$ cat src/rtl/dtq_pkg.sv
// ----------------------------------------------------------------------------
// dtq_pkg
// Shared types and constants of the delta-list timer queue.
// ----------------------------------------------------------------------------
package dtq_pkg;

  localparam int DEPTH_DEF = 16;

  localparam int ID_W    = 8;
  localparam int DELAY_W = 32;
  localparam int UNITS_W = 32;

  // stream packing
  localparam int IN_TDATA_W   = 72;  // timer_id, delay, units
  localparam int OUT_TDATA_W  = 8;   // fired_id
  localparam int OUT_TUSER_W  = 2;   // fired_valid, full_error

  localparam logic OP_APPEND  = 1'b0;
  localparam logic OP_ADVANCE = 1'b1;

  typedef enum logic [2:0] {
    ST_IDLE,
    ST_APPEND,
    ST_LOAD,
    ST_CHECK,
    ST_FIRE,
    ST_FLUSH
  } state_t;

  typedef enum logic [0:0] {
    OUT_APPEND,
    OUT_FLUSH
  } out_kind_t;

  typedef struct packed {
    logic      load_in;   // take the request from the input channel
    logic      do_reduce; // head delay -= units
    logic      do_sub;    // units -= head delay
    logic      do_fire;   // pop head into pending slot, emit old pending
    logic      out_load;  // load a final result into the output register
    out_kind_t out_kind;
  } dtq_cmd_t;

  typedef struct packed {
    logic in_op;
    logic slot_free;
    logic pend;
    logic count_zero;
    logic units_zero;
    logic rd_dly_zero;
    logic units_lt;
  } dtq_stat_t;

endpackage

$ cat src/rtl/dtq_ctrl.sv
// ----------------------------------------------------------------------------
// dtq_ctrl
// Sequencer of the timer queue: accepts requests and steps through the
// advance loop one head entry at a time.
// ----------------------------------------------------------------------------
module dtq_ctrl (
  input  logic              clk,
  input  logic              rst_n,
  input  logic              in_tvalid,
  output logic              in_tready,
  input  dtq_pkg::dtq_stat_t stat,
  output dtq_pkg::dtq_cmd_t  cmd
);

  dtq_pkg::state_t state_r, state_nxt;
  logic            chain_r, chain_nxt;

  always_ff @(posedge clk) begin
    if (!rst_n) begin
      state_r <= dtq_pkg::ST_IDLE;
      chain_r <= 1'b0;
    end else begin
      state_r <= state_nxt;
      chain_r <= chain_nxt;
    end
  end

  always_comb begin
    state_nxt     = state_r;
    chain_nxt     = chain_r;
    in_tready     = 1'b0;
    cmd           = '0;
    cmd.out_kind  = dtq_pkg::OUT_APPEND;
    unique case (state_r)
      dtq_pkg::ST_IDLE: begin
        in_tready = 1'b1;
        if (in_tvalid) begin
          cmd.load_in = 1'b1;
          chain_nxt   = 1'b0;
          state_nxt   = (stat.in_op == dtq_pkg::OP_APPEND) ? dtq_pkg::ST_APPEND
                                                            : dtq_pkg::ST_LOAD;
        end
      end
      dtq_pkg::ST_APPEND: begin
        if (stat.slot_free) begin
          cmd.out_load = 1'b1;
          cmd.out_kind = dtq_pkg::OUT_APPEND;
          state_nxt    = dtq_pkg::ST_IDLE;
        end
      end
      // wait for the registered read of the head entry
      dtq_pkg::ST_LOAD: begin
        state_nxt = dtq_pkg::ST_CHECK;
      end
      dtq_pkg::ST_CHECK: begin
        if (stat.count_zero) begin
          state_nxt = dtq_pkg::ST_FLUSH;
        end else if (chain_r && stat.rd_dly_zero) begin
          // zero-delay followers fire even when the units are used up
          state_nxt = dtq_pkg::ST_FIRE;
        end else if (stat.units_zero) begin
          state_nxt = dtq_pkg::ST_FLUSH;
        end else if (stat.units_lt) begin
          cmd.do_reduce = 1'b1;
          state_nxt     = dtq_pkg::ST_FLUSH;
        end else begin
          cmd.do_sub = 1'b1;
          state_nxt  = dtq_pkg::ST_FIRE;
        end
      end
      dtq_pkg::ST_FIRE: begin
        if (!stat.pend || stat.slot_free) begin
          cmd.do_fire = 1'b1;
          chain_nxt   = 1'b1;
          state_nxt   = dtq_pkg::ST_LOAD;
        end
      end
      dtq_pkg::ST_FLUSH: begin
        if (stat.slot_free) begin
          cmd.out_load = 1'b1;
          cmd.out_kind = dtq_pkg::OUT_FLUSH;
          state_nxt    = dtq_pkg::ST_IDLE;
        end
      end
      default: begin
        state_nxt = dtq_pkg::ST_IDLE;
      end
    endcase
  end

endmodule

$ cat src/rtl/dtq_dp.sv
// ----------------------------------------------------------------------------
// dtq_dp
// Datapath of the timer queue: entry memory, head and count, units left,
// pending fired entry and the output register.
// ----------------------------------------------------------------------------
module dtq_dp #(
  parameter int DEPTH = dtq_pkg::DEPTH_DEF
) (
  input  logic                            clk,
  input  logic                            rst_n,
  input  logic [dtq_pkg::IN_TDATA_W-1:0]  in_tdata,
  input  logic                            in_tuser,
  output logic                            out_tvalid,
  input  logic                            out_tready,
  output logic [dtq_pkg::OUT_TDATA_W-1:0] out_tdata,
  output logic                            out_tlast,
  output logic [dtq_pkg::OUT_TUSER_W-1:0] out_tuser,
  input  dtq_pkg::dtq_cmd_t               cmd,
  output dtq_pkg::dtq_stat_t              stat
);

  localparam int IW = (DEPTH > 1) ? $clog2(DEPTH) : 1;
  localparam int CW = $clog2(DEPTH + 1);
  localparam logic [IW-1:0] LAST_IDX = IW'(DEPTH - 1);
  localparam logic [CW:0]   DEPTH_W  = (CW + 1)'(DEPTH);
  localparam logic [CW-1:0] FULL_CNT = CW'(DEPTH);

  logic [dtq_pkg::ID_W-1:0]    ids_mem  [DEPTH];
  logic [dtq_pkg::DELAY_W-1:0] dlys_mem [DEPTH];

  logic [IW-1:0]                head_r;
  logic [CW-1:0]                count_r;
  logic [dtq_pkg::UNITS_W-1:0]  units_r;
  logic                         err_r;
  logic                         pend_r;
  logic [dtq_pkg::ID_W-1:0]     pend_id_r;
  logic [dtq_pkg::ID_W-1:0]     rd_id_r;
  logic [dtq_pkg::DELAY_W-1:0]  rd_dly_r;

  logic                         out_valid_r;
  logic [dtq_pkg::ID_W-1:0]     out_id_r;
  logic                         out_fv_r;
  logic                         out_last_r;
  logic                         out_err_r;

  logic [dtq_pkg::ID_W-1:0]     in_id;
  logic [dtq_pkg::DELAY_W-1:0]  in_delay;
  logic [dtq_pkg::UNITS_W-1:0]  in_units;
  logic                         full;
  logic                         append_ok;
  logic [CW:0]                  tail_sum;
  logic [IW-1:0]                tail;
  logic                         wr_en;
  logic [IW-1:0]                wr_addr;
  logic [dtq_pkg::DELAY_W-1:0]  wr_dly;
  logic                         slot_free;
  logic [IW-1:0]                head_inc;

  assign in_id    = in_tdata[7:0];
  assign in_delay = in_tdata[39:8];
  assign in_units = in_tdata[71:40];

  assign full      = (count_r == FULL_CNT);
  assign append_ok = cmd.load_in && (in_tuser == dtq_pkg::OP_APPEND) && !full;

  assign tail_sum = (CW + 1)'(head_r) + (CW + 1)'(count_r);
  assign tail     = (tail_sum >= DEPTH_W) ? IW'(tail_sum - DEPTH_W) : IW'(tail_sum);
  assign head_inc = (head_r == LAST_IDX) ? '0 : head_r + 1'b1;

  assign wr_en   = append_ok || cmd.do_reduce;
  assign wr_addr = cmd.do_reduce ? head_r : tail;
  assign wr_dly  = cmd.do_reduce ? (rd_dly_r - units_r) : in_delay;

  assign slot_free = !out_valid_r || out_tready;

  // entry memory: one write port, one registered read at the head
  always_ff @(posedge clk) begin
    if (wr_en) begin
      dlys_mem[wr_addr] <= wr_dly;
    end
    if (append_ok) begin
      ids_mem[wr_addr] <= in_id;
    end
    rd_id_r  <= ids_mem[head_r];
    rd_dly_r <= dlys_mem[head_r];
  end

  always_ff @(posedge clk) begin
    if (!rst_n) begin
      head_r      <= '0;
      count_r     <= '0;
      pend_r      <= 1'b0;
      out_valid_r <= 1'b0;
    end else begin
      if (append_ok) begin
        count_r <= count_r + 1'b1;
      end else if (cmd.do_fire) begin
        count_r <= count_r - 1'b1;
        head_r  <= head_inc;
      end
      if (cmd.load_in) begin
        pend_r <= 1'b0;
      end else if (cmd.do_fire) begin
        pend_r <= 1'b1;
      end
      if ((cmd.do_fire && pend_r) || cmd.out_load) begin
        out_valid_r <= 1'b1;
      end else if (out_tready) begin
        out_valid_r <= 1'b0;
      end
    end
  end

  // payload registers
  always_ff @(posedge clk) begin
    if (cmd.load_in) begin
      units_r <= in_units;
      err_r   <= full;
    end else if (cmd.do_sub) begin
      units_r <= units_r - rd_dly_r;
    end
    if (cmd.do_fire) begin
      pend_id_r <= rd_id_r;
    end
    if (cmd.do_fire && pend_r) begin
      out_id_r   <= pend_id_r;
      out_fv_r   <= 1'b1;
      out_last_r <= 1'b0;
      out_err_r  <= 1'b0;
    end else if (cmd.out_load) begin
      case (cmd.out_kind)
        dtq_pkg::OUT_APPEND: begin
          out_id_r   <= '0;
          out_fv_r   <= 1'b0;
          out_last_r <= 1'b1;
          out_err_r  <= err_r;
        end
        default: begin
          out_id_r   <= pend_r ? pend_id_r : '0;
          out_fv_r   <= pend_r;
          out_last_r <= 1'b1;
          out_err_r  <= 1'b0;
        end
      endcase
    end
  end

  assign out_tvalid = out_valid_r;
  assign out_tdata  = out_id_r;
  assign out_tlast  = out_last_r;
  assign out_tuser  = {out_err_r, out_fv_r};

  always_comb begin
    stat.in_op       = in_tuser;
    stat.slot_free   = slot_free;
    stat.pend        = pend_r;
    stat.count_zero  = (count_r == '0);
    stat.units_zero  = (units_r == '0);
    stat.rd_dly_zero = (rd_dly_r == '0);
    stat.units_lt    = (units_r < rd_dly_r);
  end

endmodule

$ cat src/rtl/delta_timer_queue_advance.sv
// ----------------------------------------------------------------------------
// delta_timer_queue_advance
// Delta-list timer queue with append and advance requests.
// ----------------------------------------------------------------------------
// The queue holds up to DEPTH timers in arrival order, each with a delay
// relative to the one before it. One request is handled at a time. An append
// goes from the append state back to idle and loads its status result into
// the output register as it leaves. An advance goes through the load and
// check states, then through fire, load and check once per fired entry, and
// ends in the flush state, which loads its final result, whether the head is
// only reduced or not touched. The per-entry cost comes from the single
// registered read port of the entry memory, which must reload the new head
// after every pop. Stalls on the result channel hold the append, fire and
// flush states. No clearing pass: entries are read only after being written.
module delta_timer_queue_advance #(
  parameter int DEPTH = dtq_pkg::DEPTH_DEF
) (
  input  logic                            clk,
  input  logic                            rst_n,
  input  logic                            in_tvalid,
  output logic                            in_tready,
  input  logic [dtq_pkg::IN_TDATA_W-1:0]  in_tdata,   // timer_id[7:0], delay[39:8], units[71:40]
  input  logic                            in_tuser,   // op
  output logic                            out_tvalid,
  input  logic                            out_tready,
  output logic [dtq_pkg::OUT_TDATA_W-1:0] out_tdata,  // fired_id[7:0]
  output logic                            out_tlast,
  output logic [dtq_pkg::OUT_TUSER_W-1:0] out_tuser   // fired_valid[0], full_error[1]
);

  dtq_pkg::dtq_cmd_t  cmd;
  dtq_pkg::dtq_stat_t stat;

  dtq_ctrl u_ctrl (
    .clk       (clk),
    .rst_n     (rst_n),
    .in_tvalid (in_tvalid),
    .in_tready (in_tready),
    .stat      (stat),
    .cmd       (cmd)
  );

  dtq_dp #(
    .DEPTH (DEPTH)
  ) u_dp (
    .clk        (clk),
    .rst_n      (rst_n),
    .in_tdata   (in_tdata),
    .in_tuser   (in_tuser),
    .out_tvalid (out_tvalid),
    .out_tready (out_tready),
    .out_tdata  (out_tdata),
    .out_tlast  (out_tlast),
    .out_tuser  (out_tuser),
    .cmd        (cmd),
    .stat       (stat)
  );

endmodule

$ cat config.mk
export PLATFORM = sky130hd
export DESIGN_NAME = delta_timer_queue_advance
export DESIGN_NICKNAME = d
export VERILOG_FILES = /design/src/rtl/dtq_pkg.sv /design/src/rtl/dtq_ctrl.sv /design/src/rtl/dtq_dp.sv /design/src/rtl/delta_timer_queue_advance.sv
export SDC_FILE = /design/constraint.sdc
export NUM_CORES = 1
export LEC_CHECK = 0
export BUFFER_PORTS_ARGS = -buffer_cell sky130_fd_sc_hd__buf_2
export CORE_MARGIN = 10
export CORE_UTILIZATION = 56
export CTS_BUF_LIST = sky130_fd_sc_hd__clkbuf_8 sky130_fd_sc_hd__clkbuf_16
export CTS_CLUSTER_DIAMETER = 30
export DETAILED_ROUTE_END_ITERATION = 6
export MAX_ROUTING_LAYER = met4
export PLACE_DENSITY = 0.74
export SYNTH_ARGS = -nofsm -noshare
export SYNTH_HDL_FRONTEND = slang
export SYNTH_HIERARCHICAL = 1
export SYNTH_SLANG_ARGS = --single-unit
$ cat constraint.sdc
create_clock -name clk -period 4.6 [get_ports clk]
set_input_delay 0.23 -clock clk [delete_from_list [all_inputs] [get_ports clk]]
set_output_delay 0.23 -clock clk [all_outputs]
set_load 0.1 [all_outputs]
Word-level counts from Yosys, hierarchy flattened
Memories as Yosys holds them, arrays and structs flattened. A register that Yosys moved wholly into a read port is not among the register bits. Cells that the tools add are included. Widths: inputs -> output; s select.

Bits in registers: 67. Bits in writable memories: 640. Input bits: 77. Word-level logic and storage cells: 108. Memories: 2.

Memory list: u_dp.dlys_mem (depth 16, bits a word 32, rd ports 1, clocked after Yosys merged registers in 1, wr ports 1, RTL line dtq_dp.sv:29) `logic [dtq_pkg::DELAY_W-1:0] dlys_mem [DEPTH];`; u_dp.ids_mem (depth 16, bits a word 8, rd ports 1, clocked after Yosys merged registers in 1, wr ports 1, RTL line dtq_dp.sv:28) `logic [dtq_pkg::ID_W-1:0] ids_mem [DEPTH];`.

$add $sub $neg: 7. $lt $le $gt $ge: 2. Eq/ne operators: 10. Multiplexer cells: 46. Bitwise logic cells: 3. Reductions and logical operators: 25.

Operators with widths (number): $mux 32 (3); $logic_not 32->1 (2); $sub 32x32->32 (2); $lt 32x32->1 (1); $mux 8 (4); $mux 1 (19); $mux 3 (5); $pmux 3 s5 (1); $mux 2 (7); $mux 4 (3); $mux 5 (2); $reduce_bool 2->1 (5); $add 4x5->6 (1); $eq 3x2->1 const B (2); $eq 3x3->1 const B (2); $ge 6x5->1 const B (1); $reduce_and 3->1 (2); $add 5x1->5 const B (1); $eq 5x5->1 const B (1); $logic_not 5->1 (1); $sub 5x1->5 const B (1); $add 4x1->4 const B (1); $eq 4x4->1 const B (1); $logic_and 1x1->1 (4); other kinds (12) (21).

Logic depth before layout (Yosys ltp)
Gate-level depths: netlist of run 1.

Depth in word-level cells: 9. Gate-level depth with buffers: 17. Gate-level depth less buffers: 16.

Hierarchy
The synthesis of run 1 kept the hierarchy.

By module, submodules not included: dtq_dp (instances 1, cells each 1834, area each 31978.2 µm², seq. area each 21770.9 µm²); dtq_ctrl (instances 1, cells each 45, area each 339.1 µm², seq. area each 80.1 µm²).

Least setup slack after synthesis of run 1
No wires, ideal clock.

Path type: register -> register. Start: reg u_dp/units_r[0] (netlist name). End: mem u_dp/dlys_mem[1][0] (netlist name), enable pin. Setup time: 421 ps. Data arrival time: 4467 ps. Slack: -288 ps. Stages on the path, launching flop included: 18. Path through: edfxtp_1 inv_1 ha_1 fa_1 and2b_2 o21ai_2 a21oi_1 a211oi_2 o21ai_2 a221oi_1 inv_1 nor2_1 clkbuf_1 inv_1 nand2_1 xor2_1 nand2_1 nor2_1.

RTL lines: start, declared (RTL line dtq_dp.sv:33) `logic [dtq_pkg::UNITS_W-1:0] units_r;`; start signal, assigned (RTL line dtq_dp.sv:117) `units_r <= in_units;`; start signal, assigned (RTL line dtq_dp.sv:120) `units_r <= units_r - rd_dly_r;`; end, declared (RTL line dtq_dp.sv:29).

==> flow_summary.ini, run 1 <==
[outcome]
status = completed

[synth]
ys.warnings.count = 6
post_synthesis_cell_count = 1879
synth_top_flop_cell = sky130_fd_sc_hd__edfxtp_1
synth_nets = 2031
synth.distinct_cells = 82
synth-seq-cells = 747
synth_sequential_area_ratio_pct = 67.61
synth.avg_cell_area_sq_um = 17.20
synthArstFlopShare_pct = 0
edff_count_synth = 689
synth.cell_area_sq_um = 32320

[timing]
worstMarginPinSlew_ps = 1029
relSlewSlack_pct = 31.39
finalSetupViolCount = 0
hold_viol = 0
rsz0062_at_grt = yes
setup_tns_ps = 0
finalCritPeriodShare_pct = 96.10
final.setup_skew_ps = 26.91
final-max-slew-violation-count = 0
max_freq_mhz = 226.2
layout_min_cycle_time_ps = 4420
timing.hold.ws_ps = 51.94

[floorplan]
pin_count = 90
die-area_sq_um = 67720
chipHeight_microns = 260.2
placementRows = 87
start_util_pct = 56.98
dieWidth_microns = 260.2
floorplan.core_area_sq_um = 56710

[route]
drt_first_iter_violations = 2584
routed_wire_length_per_instance_microns = 30.26
viasPerCell = 6.400
ant_nets = 0
remaining_drc_errors = 0
routed-via-count = 19022
postRouteWirelength_mm = 89.94
dr.pass1.iters = 6

[worst_setup_path]
start_kind = register
timing.rr.end = u_dp/dlys_mem[0][20]
cell_by_cell_listing_of_the_critical_path = inv_1 > ha_1 > fa_1 > and2b_2 > o21ai_2 > a21oi_1 > a211oi_2 > o21ai_2 > a221oi_1 > buf_4 > inv_1 > nor2_4 > inv_1 > nand2_1 > xor2_1 > nand2_1 > buf_4 > nor2_4 > buf_4
r2r_setup_slack_ps = 180
worst_path_largest_cell_delay_ps = 420
rr_startpoint = u_dp/units_r[0]
ff2ff_path_depth = 19
crit_fanout = 14
required_ps = 4930
path_delay_family = compound AO/OA/AOI/OAI gates
cpMaxStageDelayCell = sky130_fd_sc_hd__edfxtp_1
arrival_time_at_the_worst_endpoint_ps = 4750
critical_path_class = register to register
critical_path_buf_inv_count = 6
crit_path_end_kind = register

[clocking]
total_number_of_clock_tree_sinks = 747
clkTransAtPathRegs_ps = 50
cts-buffers-inserted = 117
clock_insertion_delay_at_the_later_pin_of_the_skew_report_ps = 670
max-clock-path-buffers = 3
clockRootBuffer = sky130_fd_sc_hd__clkbuf_16
clock_h_tree_levels = 3
cts_tree = yes

[cells_and_area]
layout.cell_area.non_filler_sq_um = 38700
final_core_util_pct = 68.23
top_library_cells_by_usage_in_the_layout_fill_and_taps_aside = sky130_fd_sc_hd__edfxtp_1, sky130_fd_sc_hd__mux4_2, sky130_fd_sc_hd__clkbuf_16
layoutNonFillerInstCount = 2972
drive_gt1_share_pct = 30.05
finalNetCount = 2266
insertedDiodeCount = 0
area_growth_from_synthesis_to_final_layout_pct = 19.74
final-seq-area_sq_um = 21860
commonest_non_fill_non_tap_cell_in_the_layout = sky130_fd_sc_hd__edfxtp_1
final.fill_count = 3526
multi_input_area_sq_um = 9769

[placed_design]
place.detailed.hpwl_mm = 55.74
numPlacedInstances = 2710
io_buffer_count = 89
routabilityCongestion = 0.9279
place_area_sq_um = 34210

[grt]
first_global_vias = 19542
grt_pass1_wl_mm = 133.5
grt.overflow.total = 0
grt_util_all_layers_pct = 27.74
number_of_antenna_violations_at_the_first_check_in_global_routing = 1
grt_start_max_net_pins = 127

[min_path]
hold-path-endpoint = u_dp/units_r[13]
holdCritPathClass = input port to register
hp-start = in_tdata[53]
hold_path_depth = 3

[power_and_ir_drop]
peakVddDrop_mv = 0.4513
cell_leakage_power_nw = 13.14
powerDensity_nw_per_um2 = 508.0

[job]
max_cap_violations = 0
## metrics by stage
step	power [mW]	setup WS [ps]
2_1_floorplan	9.747	-288.3
3_3_place_gp	10.66	316.3
3_5_place_dp	10.68	238.8
4_1_cts	19.65	93.07
5_1_grt	20.21	-47.80
6_report	19.66	179.6
## cell type report
cell class	instances	share of cell area, %
clock buffer	122	7.802
clock inverter	99	2.661
inverter	81	0.7857
multi-input combinational	949	25.25
sequential	747	56.50
tap	756	2.444
timing repair buffer	218	4.562
## routing by layer
metal,global-route usage [%],vias to the layer above,part of all wire [%]
met5,-,-,0
met4,8.154,0,2.7
met3,6.024,156,9.8
met2,43.70,1141,50
met1,36.06,9738,38
li1,-,7987,-
## how the worst max path moves through the flow
stage | from | end | slack [ps] | cells after the start
after detailed placement | u_dp/units_r[15] | u_dp/ids_mem[10][0] | 240 | 16
after global placement | u_dp/units_r[0] | u_dp/ids_mem[10][1] | 320 | 17
after floorplan | u_dp/units_r[0] | u_dp/dlys_mem[1][0] | -290 | 17
final | u_dp/units_r[0] | u_dp/dlys_mem[0][20] | 180 | 19
after global routing | u_dp/units_r[0] | u_dp/dlys_mem[0][17] | -50 | 19
after CTS | u_dp/units_r[15] | u_dp/ids_mem[10][5] | 90 | 16
## power by group
part           total [mW]  leakage, nW  internal [mW]  switching, mW
clock network        8.98         2.02           5.65           3.32
registers            7.86         6.71           7.70          0.160
logic                2.82         4.41          0.984           1.84
total                19.7         13.1           14.3           5.32
## cells by family (layout without fill, tap and decap cells)
| family | Yosys count | after routing | share of synthesized area, % |
|---|---|---|---|
| xor gates and xnor gates | 57 | 57 | 1.545 |
| adders and majority gates | 75 | 75 | 2.997 |
| buffers and inverters | 183 | 520 | 2.610 |
| muxes | 227 | 227 | 14.88 |
| AOI/OAI and AO/OA | 290 | 290 | 5.726 |
| DFF | 747 | 747 | 67.61 |
| and+or+nand+nor | 300 | 300 | 4.630 |
## timing repair
item,4_1_cts,5_1_grt
hold buffers,41,0
hold endpoints to repair,171,0
endpoints found under the setup margin,0,330
buffers inserted,0,0
gates resized for setup,0,11
## synth_stat cells, drive strengths merged (10+ instances only)
cell | n | area share, %
edfxtp | 689 | 64
clkbuf | 50 | 0.67
ha | 71 | 2.7
xnor2 | 39 | 1.1
nor4 | 22 | 0.43
nand3 | 11 | 0.17
and2 | 24 | 0.47
dfxtp | 58 | 3.6
mux2 | 24 | 0.85
a21oi | 90 | 1.4
xor2 | 18 | 0.49
buf | 52 | 1.0
nor2b | 13 | 0.25
a21o | 15 | 0.36
nand4 | 19 | 0.37
o21a | 15 | 0.35
mux4 | 200 | 14
nor2 | 76 | 0.89
o21ai | 88 | 1.4
nor3 | 17 | 0.29
a31oi | 10 | 0.19
nand2 | 87 | 1.0
inv | 81 | 0.94
## worst reg2reg max path, stage by stage (launching register included)
cell and delay [ps]:
sky130_fd_sc_hd__edfxtp_1 420, sky130_fd_sc_hd__inv_1 110, sky130_fd_sc_hd__ha_1 190, sky130_fd_sc_hd__fa_1 220, sky130_fd_sc_hd__and2b_2 240, sky130_fd_sc_hd__o21ai_2 170, sky130_fd_sc_hd__a21oi_1 160, sky130_fd_sc_hd__a211oi_2 370
sky130_fd_sc_hd__o21ai_2 150, sky130_fd_sc_hd__a221oi_1 270, sky130_fd_sc_hd__buf_4 190, sky130_fd_sc_hd__inv_1 80, sky130_fd_sc_hd__nor2_4 120, sky130_fd_sc_hd__inv_1 120, sky130_fd_sc_hd__nand2_1 160, sky130_fd_sc_hd__xor2_1 290
sky130_fd_sc_hd__nand2_1 150, sky130_fd_sc_hd__buf_4 220, sky130_fd_sc_hd__nor2_4 120, sky130_fd_sc_hd__buf_4 310
## registers in the layout, summed over array words and instances, names as in the netlist
| name | count |
|---|---|
| u_dp/head_r | 4 |
| u_dp/pend_id_r | 8 |
| u_dp/units_r | 32 |
| u_dp/rd_dly_r | 32 |
| u_dp/rd_id_r | 8 |
| u_dp/out_tlast | 1 |
| u_dp/dlys_mem | 512 |
| u_dp/out_tvalid | 1 |
| u_dp/out_err_r | 1 |
| u_dp/ids_mem | 128 |
| u_dp/out_tdata | 8 |
| u_dp/out_fv_r | 1 |
| u_dp/count_r | 5 |
| u_dp/pend_r | 1 |
| u_dp/err_r | 1 |
| u_ctrl/chain_r | 1 |
| u_ctrl/state_r | 3 |
Power figures use the tool's default switching activity.
==> run 2: changes to the inputs <==
--- a/config.mk
+++ b/config.mk
@@ -6,6 +6,7 @@
 export NUM_CORES = 1
 export LEC_CHECK = 0
 export BUFFER_PORTS_ARGS = -buffer_cell sky130_fd_sc_hd__buf_2
+export CORE_ASPECT_RATIO = 1.5
 export CORE_MARGIN = 10
 export CORE_UTILIZATION = 56
 export CTS_BUF_LIST = sky130_fd_sc_hd__clkbuf_8 sky130_fd_sc_hd__clkbuf_16
==> run 2 against run 1 <==
Effect of this change:
- largest cell class unchanged
- worst hold slack got worse by 19 ps
- sequential share of layout area rose by 0.68 points
- power decreased by 4.5%
- non-clock buffer count is 10 higher
- core utilization is 1.2 points lower
- clock power decreased by 11%
- clock skew shrank 1.5 ps
- sequential cell count is the same
- final cell count down 0.57%
==> flow_summary.ini, run 2 (synthesis gave the netlist of run 1 again) <==
[outcome]
status = completed

[worst_setup_path]
critical_path_buf_inv_count = 5
startpoint = u_dp/units_r[0]
r2r_setup_slack_ps = 170
crit_fanout = 27
cpMaxStageDelayCell = sky130_fd_sc_hd__o311ai_2
rr_startpoint = u_dp/units_r[0]
path_delay_family = compound AO/OA/AOI/OAI gates
arrival_time_at_the_worst_endpoint_ps = 4940
start_kind = register
required_ps = 5110
critical_path_class = register to register
path_depth = 16
worst_path_largest_cell_delay_ps = 570
cell_by_cell_listing_of_the_critical_path = inv_1 > ha_1 > fa_1 > and2b_2 > o21ai_2 > a21oi_1 > a211oi_2 > o21ai_2 > a221oi_1 > buf_4 > inv_1 > nor2_4 > buf_4 > nand2_1 > o311ai_2 > buf_12
timing.critical_path.to = u_dp/dlys_mem[10][13]
timing.rr.end = u_dp/dlys_mem[10][13]
crit_path_end_kind = register
ff2ff_path_depth = 16

[job]
max_cap_violations = 0

[cells_and_area]
layout.cell_area.non_filler_sq_um = 38240
final_core_util_pct = 67.04
commonest_non_fill_non_tap_cell_in_the_layout = sky130_fd_sc_hd__edfxtp_1
insertedDiodeCount = 0
largestRegisters = u_dp/dlys_mem x512, u_dp/ids_mem x128
area_growth_from_synthesis_to_final_layout_pct = 18.32
finalNetCount = 2259
top_register = u_dp/dlys_mem
drive_gt1_share_pct = 29.97
largest_reg_flops = 512
top_library_cells_by_usage_in_the_layout_fill_and_taps_aside = sky130_fd_sc_hd__edfxtp_1, sky130_fd_sc_hd__mux4_2, sky130_fd_sc_hd__clkbuf_16
final.fill_count = 3688

[timing]
max_freq_mhz = 225.8
worstMarginPinSlew_ps = 1051
relSlewSlack_pct = 29.94
setup_tns_ps = 0
final-max-slew-violation-count = 0
hold_viol = 0
final.setup_skew_ps = 25.37
finalSetupViolCount = 0
layout_min_cycle_time_ps = 4429
rsz0062_at_grt = no
finalCritPeriodShare_pct = 96.29
timing.hold.ws_ps = 32.75

[clocking]
max-clock-path-buffers = 3
clkTransAtPathRegs_ps = 60
clock_insertion_delay_at_the_later_pin_of_the_skew_report_ps = 660
clockRootBuffer = sky130_fd_sc_hd__clkbuf_16
clock_h_tree_levels = 3
cts_tree = yes
cts-buffers-inserted = 100
total_number_of_clock_tree_sinks = 747

[grt]
number_of_antenna_violations_at_the_first_check_in_global_routing = 0
grt_pass1_wl_mm = 131.0
first_global_vias = 19386
grt_util_all_layers_pct = 27.10
grt_start_max_net_pins = 117
grt.overflow.total = 0

[floorplan]
start_util_pct = 56.66
chipHeight_microns = 314.2
die-area_sq_um = 67920
pin_count = 90
floorplan.core_area_sq_um = 57030
dieWidth_microns = 216.1
placementRows = 107

[placed_design]
io_buffer_count = 89
place_area_sq_um = 34310
place.detailed.hpwl_mm = 58.37
routabilityCongestion = 0.9417

[route]
remaining_drc_errors = 0
drt_first_iter_violations = 1993
postRouteWirelength_mm = 88.85
routed_wire_length_per_instance_microns = 30.07
dr.pass1.iters = 5
ant_nets = 0
routed-via-count = 18650
viasPerCell = 6.311

[power_and_ir_drop]
peakVddDrop_mv = 0.4489
cell_leakage_power_nw = 12.90
totalPowerFinal_mw = 18.77
powerDensity_nw_per_um2 = 490.9

[min_path]
hp-start = in_tdata[43]
holdCritPathClass = input port to register
## run 2: worst min-delay path, stage by stage
cell and delay [ps]:
sky130_fd_sc_hd__buf_2 80, sky130_fd_sc_hd__nand2_1 140, sky130_fd_sc_hd__o21ai_0 120
## run 2: final cells by class
cell class	count	area, sq um	share of cell area, %
Tap cell	763	954.7	2.497
Inverter	81	304.0	0.7952
Timing Repair Buffer	228	1807	4.725
Sequential cell	747	21860	57.18
Clock inverter	83	958.4	2.507
Multi-Input combinational cell	949	9769	25.55
Clock buffer	104	2580	6.747
## run 2: routing by layer
layer,vias to the layer above,wire length (microns),global-route usage (%)
met5,-,0,-
met4,0,3865,11.59
met3,206,5296,4.047
met2,899,49320,48.31
met1,9604,30370,29.68
li1,7941,-,-
## run 2: how the worst min path moves through the flow
stage                         endpoint  slack, ps  cells past startpoint
global placement     u_dp/pend_id_r[0]        390                      0
finish                 u_dp/units_r[3]         30                      3
CTS                   u_dp/units_r[13]         30                      3
floorplan           u_dp/ids_mem[0][0]        330                      0
global route           u_dp/units_r[3]         60                      3
detailed placement   u_dp/pend_id_r[7]        390                      0
## run 2: power breakdown
| part | internal [mW] | switching [mW] |
|---|---|---|
| Clock | 4.79 | 3.21 |
| Sequential | 7.69 | 0.158 |
| Combinational | 1.02 | 1.89 |
## run 2: through the flow
stage / setup slack [ps] / instances
floorplan: -288.3 / 1879
global placement: 78.40 / 2731
detailed placement: 106.8 / 2731
CTS: 149.3 / 2955
global route: 17.23 / 2955
finish: 170.8 / 2955
## run 2: timing repair
action | 4_1_cts | 5_1_grt
hold buffers | 37 | 0
setup buffers | 0 | 0
endpoints found under the setup margin | 2 | 20
gates resized for setup | 1 | 4
hold endpoints to repair | 166 | 0
